===== src/rpfw_pkg.sv =====
`timescale 1ns / 1ps

package rpfw_pkg;

    localparam int PANEL_WIDTH_DEF = 128;
    localparam int MAX_PAGES_DEF   = 8;

    localparam logic [1:0] CMD_PUT   = 2'd0;
    localparam logic [1:0] CMD_READ  = 2'd1;
    localparam logic [1:0] CMD_CLEAR = 2'd2;
    localparam logic [1:0] CMD_SWAP  = 2'd3;

    localparam logic [1:0] ROT_0   = 2'd0;
    localparam logic [1:0] ROT_90  = 2'd1;
    localparam logic [1:0] ROT_180 = 2'd2;
    localparam logic [1:0] ROT_270 = 2'd3;

    localparam logic REG_TALL_PANEL = 1'b0;
    localparam logic REG_ROTATION   = 1'b1;

    typedef struct packed {
        logic       drop;
        logic [2:0] page;
        logic [6:0] col;
        logic [2:0] bit_sel;
    } pix_target_t;

    // pages of the active panel height, capped by the storage
    function automatic logic [3:0] panel_pages(input logic tall, input int max_pages);
        logic [3:0] p;
        p = tall ? 4'd8 : 4'd4;
        if (int'(p) > max_pages)
        begin
            p = 4'(max_pages);
        end
        return p;
    endfunction

endpackage


===== src/rpfw_pixel_map.sv =====
`timescale 1ns / 1ps

module rpfw_pixel_map #(
    parameter int PANEL_WIDTH = rpfw_pkg::PANEL_WIDTH_DEF,
    parameter int MAX_PAGES   = rpfw_pkg::MAX_PAGES_DEF
) (
    input  logic                  tall_panel,
    input  logic [1:0]            rotation_mode,
    input  logic [7:0]            pixel_x,
    input  logic [7:0]            pixel_y,
    output rpfw_pkg::pix_target_t target
);
    import rpfw_pkg::*;

    localparam logic [8:0] W9 = 9'(PANEL_WIDTH);

    logic [3:0] pages;
    logic [8:0] h9;
    logic       x_ok;
    logic       y_ok;
    logic [8:0] wx;
    logic [8:0] hy;
    logic [8:0] tx;
    logic [8:0] ty;
    logic       pre_drop;

    always_comb
    begin
        pages = panel_pages(tall_panel, MAX_PAGES);
        h9    = {2'b00, pages, 3'b000};
        x_ok  = {1'b0, pixel_x} < W9;
        y_ok  = {1'b0, pixel_y} < h9;
        // mirrored terms, only meaningful when the matching coordinate is in range
        wx    = W9 - 9'd1 - {1'b0, pixel_x};
        hy    = h9 - 9'd1 - {1'b0, pixel_y};

        case (rotation_mode)
            ROT_90:
            begin
                tx       = {2'b00, pixel_y[7:1]};
                ty       = {1'b0, wx[8:1]};
                pre_drop = !x_ok;
            end
            ROT_180:
            begin
                tx       = wx;
                ty       = hy;
                pre_drop = !x_ok || !y_ok;
            end
            ROT_270:
            begin
                tx       = {1'b0, hy[8:1]};
                ty       = {2'b00, pixel_x[7:1]};
                pre_drop = !y_ok;
            end
            default:
            begin
                tx       = {1'b0, pixel_x};
                ty       = {1'b0, pixel_y};
                pre_drop = 1'b0;
            end
        endcase

        target.drop    = pre_drop || !(tx < W9) || !(ty < h9);
        target.page    = ty[5:3];
        target.col     = tx[6:0];
        target.bit_sel = ty[2:0];
    end

endmodule


===== config.mk =====
export PLATFORM = sky130hd
export DESIGN_NAME = rpfw_pixel_map
export DESIGN_NICKNAME = d
export VERILOG_FILES = /design/src/rpfw_pkg.sv /design/src/rpfw_pixel_map.sv
export SDC_FILE = /design/constraint.sdc
export NUM_CORES = 1
export LEC_CHECK = 0
export CORE_AREA = 8 8 45 47
export DETAILED_ROUTE_END_ITERATION = 8
export DIE_AREA = 0 0 53 55
export DONT_BUFFER_PORTS = 1
export GPL_TIMING_DRIVEN = 0
export PLACE_DENSITY = 0.54
export SLEW_MARGIN = 20
export SYNTH_ARGS = -nofsm -noshare
export SYNTH_HDL_FRONTEND = slang
export SYNTH_SLANG_ARGS = --single-unit

===== constraint.sdc =====
create_clock -name vclk -period 4.8
set_input_delay 0.48 -clock vclk [all_inputs]
set_output_delay 0.48 -clock vclk [all_outputs]
set_load 0.02 [all_outputs]

Word-level counts from Yosys, hierarchy flattened:

Index checks and enable logic that the tools add are counted.

* add/sub/neg operators: 3
* $mul: 0
* divide/modulo/power cells: 0
* $lt $le $gt $ge: 5
* eq/ne operators: 3
* shifts and indexed selects: 0
* mux-type cells: 5
* bitwise logic cells: 0
* reductions and logical operators: 7

Operators by type and width (count)
* 9-bit one-hot mux with 3 select lines: 2
* 9-bit by 7-bit < comparator with 1-bit output: 1
* 9-bit by 8-bit < comparator with 1-bit output, second input constant: 1
* 7-bit by 8-bit subtractor with 9-bit output, first input constant: 1
* 9-bit by 8-bit subtractor with 9-bit output: 1
* 8-bit by 7-bit < comparator with 1-bit output: 1
* 8-bit < comparator, second input constant: 1
* 4-bit 2-to-1 mux: 2
* 7-bit by 1-bit subtractor with 8-bit output, second input constant: 1
* 2-bit == test, second input constant: 2
* 4-bit > comparator, second input constant: 1
* 1-bit logical NOT: 4
* 1-bit logical OR: 3
* 1-bit one-hot mux with 3 select lines: 1
* 2-bit by 1-bit == test with 1-bit output, second input constant: 1

* flip-flop bits (word level): 0
* bits in latches: 0
* memory bits (writable): 0
* memory bits (read-only): 0
* input bits: 19
* output and inout port bits: 14
* word-level logic and storage cells: 23
* memories: 0

Depth between registers and ports, before layout:

Gate-level depths: netlist of run 1.

* word-level depth: 10
* mapped depth: 9
* depth with buffers taken out: 9

Worst setup path before layout of run 1:

Ideal clock, no wire load.

* path type: input port to output port
* from: in tall_panel
* to: out target[13] (netlist name)
* arrival: 2.220 ns
* required time: 4.320 ns
* slack: 2.100 ns
* cell stages on the path: 9
* path buffers: 0
* cells stage by stage: inv_1 > ha_1 > nor2b_4 > nand2_1 > xor2_1 > o21ai_0 > ha_1 > a221o_1 > a221o_1

RTL lines
* start: declaration: line rpfw_pixel_map.sv:7 `input logic tall_panel,`
* end: declaration: line rpfw_pixel_map.sv:11 `output rpfw_pkg::pix_target_t target`

==> reports/qor.csv, run 1 <==
stage,metric,value,unit
critical_path,"Cell Chain, Critical Path",inv_1 -> ha_1 -> nor2b_4 -> nand2_1 -> xor2_1 -> o21ai_0 -> ha_1 -> a221o_1 -> a221o_1,
hold_path,hold path start,rotation_mode[1],
synthesis,main combinational cell family by area after synthesis,compound AO/OA/AOI/OAI gates,
floorplan,die span in x,53,um
cells_and_area,share of cells above drive strength 1,9.09,%
clocking,hold buffers post-CTS,0,
critical_path,CP Class,in2out,
cells_and_area,Antenna Cells,0,
synthesis,Post-Synth Adder-Cell Area,10.8,%
synthesis,largest area contributor in the netlist,xnor2_1,
power_and_ir_drop,peak supply drop,0.0449,mV
critical_path,crit path DAT,2.30,ns
hold_path,hold endpoint,target[12],
placement,GP Congestion,0.764,
placement,dpl hpwl,1.13,mm
synthesis,yosys warns,0,
routing,DRT antenna net count,0,
synthesis,Synthesized Nets,89,
synthesis,cell area after synthesis,463,um^2
global_route,first-pass GRT wire length,2.21,mm
cells_and_area,clock buffers,0,
critical_path,Buf/Inv on CP,1,
global_route,Tot GR Track Use,9.16,%
synthesis,cells taking the most area after synthesis,"xnor2_1 17%, mux2i_1 15%, ha_1 11%, nand2_1 5.7%, o21ai_0 5.4%",
critical_path,Top delay family on crit path,compound AO/OA/AOI/OAI gates,
synthesis,Synth top cells by count,"9 x xnor2_1, 7 x mux2i_1, 7 x nand2_1",
placement,I/O Buffers,0,
cells_and_area,# nets final,91,
hold_path,Hold Crit Class,in2out,
synthesis,Synth Area in Simple Gates,19.2,%
cells_and_area,Storage cell area,0,um^2
floorplan,Die ar.,0.00292,mm^2
routing,via count,458,
global_route,total congestion overflow,0,
critical_path,max incr delay on CP,0.36,ns
placement,pre-CTS setup slack,2.01,ns
flow_run,max cap viols,0,
floorplan,Top Ports,33,
hold_path,hold path cells,2,
critical_path,CP max-delay cell,a221o_1,
synthesis,post-synth top area share,17.0,%
floorplan,row cnt,14,
cells_and_area,num sequential,0,
synthesis,Avg Synthesized Cell Area,7.01,um^2
floorplan,Die Height,55,um
routing,Via-to-Cell Ratio,5.59,
floorplan,Initial Util,33.5,%
timing,Final period util,58.0,%
timing,Max transition margin,53.0,%
power_and_ir_drop,pwr dens,136,mW/mm^2
clocking,post-CTS setup buffers,0,
routing,Detailed Routing Iterations Pass 1,4,
synthesis,"Seq/Total Area, Yosys",0,%
timing,final hold vios,0,
critical_path,Worst Path Max Fanout,3,
timing,Post-Route Setup TNS,0,ns
synthesis,Synth cell types,23,
synthesis,most used standard cell by instance count after synthesis,xnor2_1,
synthesis,XOR/XNOR Fraction of Synth Area,18.9,%
synthesis,post-synthesis mux area share,15.1,%
global_route,pin count of the biggest net entering global routing,11,
timing,Setup Viol. Count Final,0,
routing,initial drt markers,9,
status,outcome,"complete, no violations",
routing,Remaining DRCs,0,
critical_path,Crit path required time,4.32,ns
floorplan,core area,0.00138,mm^2
clocking,PostCTS Resize Cnt,0,
global_route,vias in the first global route,507,
power_and_ir_drop,cell leakage power,0.217,nW
timing,Slew @ Worst Pin,0.701,ns
synthesis,compound-cell area share of the yosys netlist,27.8,%
global_route,initial antenna violation count,0,
routing,wire per inst,16.2,um
timing,final critical-path setup slack,2.02,ns
timing,pins over their slew limit,0,
synthesis,synthesized instance count,66,
critical_path,CP Capture Type,output pin,
timing,min Tclk post-route,2.78,ns
routing,Detailed Route WL,1.33,mm
critical_path,CP Launch Type,primary input,
cells_and_area,Layout area overhead,4.32,%
cells_and_area,"Core Util, Final",34.9,%
timing,f_max,0.359,GHz
timing,unrepaired setup endpoints after global routing,no,
-- cells by family (layout without fill, tap and decap cells) --
group                    Yosys count  after routing
buffers and inverters              9              9
multiplexers                       7              7
adder cells (fa/ha/maj)            4              4
XOR/XNOR                          10             10
AO/OA/AOI/OAI                     19             19
AND/OR/NAND/NOR                   17             17
-- layout by cell type, fill, tap and decap left out --
master,n
nor2_1,4
o21ai_0,5
a211oi_1,3
or4_1,1
nor2b_1,2
a21o_1,3
a221o_1,2
nor2b_4,1
clkinv_1,1
buf_2,3
o32ai_1,1
xor2_1,1
mux2i_1,7
or2_4,1
nor3_1,1
xnor2_1,9
clkbuf_1,1
a31o_2,1
ha_1,4
inv_1,4
o22ai_1,1
nand2_1,7
a21oi_1,3
-- worst max-delay path by stage --
stage | from | end | slack [ns] | depth (start not counted)
CTS | tall_panel | target[13] | 2.01 | 9
detailed placement | tall_panel | target[13] | 2.01 | 9
global placement | tall_panel | target[13] | 2.03 | 9
floorplan | tall_panel | target[13] | 2.10 | 9
finish | tall_panel | target[13] | 2.02 | 9
global route | tall_panel | target[13] | 1.87 | 9
-- stage by stage --
stage / area (um^2) / std cells / power, mW / hold WS [ns]
after floorplan: 463 / 66 / 0.0589 / 1.20
after global placement: 483 / 82 / 0.0657 / 1.22
after detailed placement: 483 / 82 / 0.0665 / 1.22
after CTS: 483 / 82 / 0.0666 / 1.22
after global routing: 483 / 82 / 0.0725 / 1.22
final: 483 / 82 / 0.0657 / 1.21
-- final cells by class --
cell class / instances / area [um^2]
inverter: 5 / 18.8
multi-input combinational: 57 / 425
fill: 161 / 901
buffer: 4 / 18.8
tap: 16 / 20.0
-- metal layers --
layer | global-route usage (%) | wire length (um) | vias up
met5 | 0 | 0 | -
met4 | 0 | 0 | 0
met3 | 1.60 | 106 | 0
met2 | 19.9 | 733 | 10
met1 | 9.05 | 486 | 214
li1 | - | - | 234
-- where the power goes --
part           internal [mW]  switching, mW  total, mW
Sequential                 0              0          0
Clock                      0              0          0
Combinational         0.0228         0.0429     0.0657
Note: power is estimated with default switching activity, not from simulation.
==> run 2, diff against run 1 <==
--- a/config.mk
+++ b/config.mk
@@ -5,12 +5,13 @@
 export SDC_FILE = /design/constraint.sdc
 export NUM_CORES = 1
 export LEC_CHECK = 0
+export ABC_AREA = 1
 export CORE_AREA = 8 8 45 47
 export DETAILED_ROUTE_END_ITERATION = 8
 export DIE_AREA = 0 0 53 55
 export DONT_BUFFER_PORTS = 1
 export GPL_TIMING_DRIVEN = 0
-export PLACE_DENSITY = 0.54
+export PLACE_DENSITY = 0.61
 export SLEW_MARGIN = 20
 export SYNTH_ARGS = -nofsm -noshare
 export SYNTH_HDL_FRONTEND = slang
==> constraint.sdc (replaced) <==
create_clock -name vclk -period 2.4
set_input_delay 0.24 -clock vclk [all_inputs]
set_output_delay 0.24 -clock vclk [all_outputs]
set_load 0.02 [all_outputs]
==> reports/qor.csv, run 2 <==
stage,metric,value,unit,change
status,outcome,"complete, no violations",,
global_route,pin count of the biggest net entering global routing,11,,unchanged
routing,initial drt markers,8,,-1
clocking,hold buffers post-CTS,0,,unchanged
timing,f_max,0.532,GHz,
timing,pins over their slew limit,0,,unchanged
timing,min Tclk post-route,1.88,ns,
global_route,first-pass GRT wire length,2.20,mm,-0.32%
routing,DRT antenna net count,0,,unchanged
floorplan,core area,0.00138,mm^2,unchanged
cells_and_area,Layout area overhead,3.81,%,
critical_path,CP Launch Type,primary input,,
timing,Max transition margin,66.1,%,+13 points
timing,Final period util,78.3,%,
routing,Detailed Route WL,1.40,mm,+5.2%
placement,dpl hpwl,1.23,mm,+9.3%
timing,unrepaired setup endpoints after global routing,no,,
floorplan,Die Height,55,um,unchanged
routing,via count,587,,+28%
synthesis,"Seq/Total Area, Yosys",0,%,unchanged
flow_run,max cap viols,0,,unchanged
synthesis,Synthesized Nets,122,,+37%
cells_and_area,"commonest non-fill, non-tap cell in the layout",nand2_1,,
synthesis,cell area after synthesis,526,um^2,+14%
timing,final hold vios,0,,unchanged
critical_path,crit path DAT,1.64,ns,-0.66 ns
placement,I/O Buffers,0,,unchanged
cells_and_area,clock buffers,0,,unchanged
floorplan,die span in x,53,um,unchanged
routing,wire per inst,12.1,um,-25%
cells_and_area,Layout fillers,174,,+8.1%
routing,Detailed Routing Iterations Pass 1,5,,+1
synthesis,Synth top cells by count,"37 x nand2_1, 18 x inv_1, 10 x xor2_1",,
cells_and_area,num sequential,0,,unchanged
timing,hold slack final,0.710,ns,-0.503 ns
critical_path,Crit path required time,2.16,ns,-2.16 ns
floorplan,Die ar.,0.00292,mm^2,unchanged
global_route,vias in the first global route,525,,+3.6%
routing,Remaining DRCs,0,,unchanged
global_route,initial antenna violation count,0,,unchanged
critical_path,Buf/Inv on CP,1,,unchanged
global_route,Tot GR Track Use,9.16,%,unchanged
critical_path,Top delay family on crit path,adder cells,,
critical_path,CP most frequent cell,nand2_1,,
synthesis,post-synth top area share,26.4,%,+9.4 points
power_and_ir_drop,peak supply drop,0.0735,mV,+64%
synthesis,largest area contributor in the netlist,nand2_1,,
critical_path,"Cell Chain, Critical Path",inv_1 -> ha_1 -> nand2_1 -> xor2_1 -> nand2_1 -> o211ai_1 -> ha_1 -> o21bai_1 -> nor2_1 -> nand2_1,,
global_route,total congestion overflow,0,,unchanged
critical_path,CP Class,in2out,,
hold_path,Hold Crit Class,in2out,,
critical_path,CP max-delay cell,ha_1,,
cells_and_area,share of cells above drive strength 1,7.07,%,-2.0 points
synthesis,yosys warns,0,,unchanged
synthesis,most used standard cell by instance count after synthesis,nand2_1,,
power_and_ir_drop,cell leakage power,0.327,nW,+51%
routing,Via-to-Cell Ratio,5.10,,-8.6%
timing,Post-Route Setup TNS,0,ns,unchanged
synthesis,cells taking the most area after synthesis,"nand2_1 26%, xor2_1 17%, inv_1 13%, ha_1 9.5%, nand3_1 5.7%",,
floorplan,row cnt,14,,unchanged
cells_and_area,"commonest non-fill, non-tap cells in the layout","37 x nand2_1, 18 x inv_1, 10 x xor2_1, 6 x nand3_1, 5 x o21ai_0",,
cells_and_area,Storage cell area,0,um^2,unchanged
critical_path,Worst Path Max Fanout,4,,+1
clocking,PostCTS Resize Cnt,0,,unchanged
floorplan,Top Ports,33,,unchanged
clocking,post-CTS setup buffers,0,,unchanged
floorplan,Initial Util,38.0,%,+4.5 points
synthesis,Synth cell types,16,,-30%
timing,Setup Viol. Count Final,0,,unchanged
critical_path,max incr delay on CP,0.31,ns,-0.05 ns
synthesis,synthesized instance count,99,,+50%
critical_path,CP Capture Type,output pin,,
synthesis,Avg Synthesized Cell Area,5.31,um^2,-24%
cells_and_area,# nets final,124,,+36%
cells_and_area,"Core Util, Final",39.4,%,+4.5 points
cells_and_area,Antenna Cells,0,,unchanged
timing,Slew @ Worst Pin,0.508,ns,-0.193 ns
placement,GP Congestion,0.821,,+7.4%
power_and_ir_drop,pwr dens,243,mW/mm^2,+78%
[run 2: cells by family after synthesis]
| family | after synthesis | synth area share [%] |
|---|---|---|
| AO/OA/AOI/OAI | 10 | 11.7 |
| XOR/XNOR | 10 | 16.7 |
| adder cells (fa/ha/maj) | 4 | 9.52 |
| buffers and inverters | 23 | 21.2 |
| AND/OR/NAND/NOR | 52 | 41.0 |
[run 2: area by class of cell]
class	instances	area [um^2]	area share, %
Multi-Input combinational cell	76	414	75.9
Inverter	19	73.8	13.5
Buffer	4	37.5	6.88
Tap cell	16	20.0	3.67
[run 2: per-stage QoR]
step	cells	area (um^2)	total power, mW	worst slack, ns
6_report	115	546	0.132	0.521
5_1_grt	115	546	0.148	0.384
4_1_cts	115	546	0.135	0.519
3_5_place_dp	115	546	0.135	0.518
3_3_place_gp	115	546	0.133	0.545
2_1_floorplan	99	526	0.118	0.673
[run 2: path summary, 6_finish.rpt]
path	start	to	slack, ns	depth (start not counted)
worst min-delay path	pixel_y[5]	target[7]	0.71	2
worst max-delay path	tall_panel	target[13]	0.52	10
[run 2: per-layer routing]
metal | vias to the layer above | GRT usage (%) | part of all wire, % | routed length (um)
met5 | - | 0 | 0 | 0
met4 | 0 | 0 | 0 | 0
met3 | 0 | 2.94 | 12 | 170
met2 | 22 | 17.0 | 47 | 652
met1 | 258 | 10.6 | 41 | 572
li1 | 307 | - | - | -
[run 2: power by group]
part / internal [mW] / switching (mW) / leakage, nW
logic: 0.0379 / 0.0945 / 0.327
registers: 0 / 0 / 0
clock network: 0 / 0 / 0
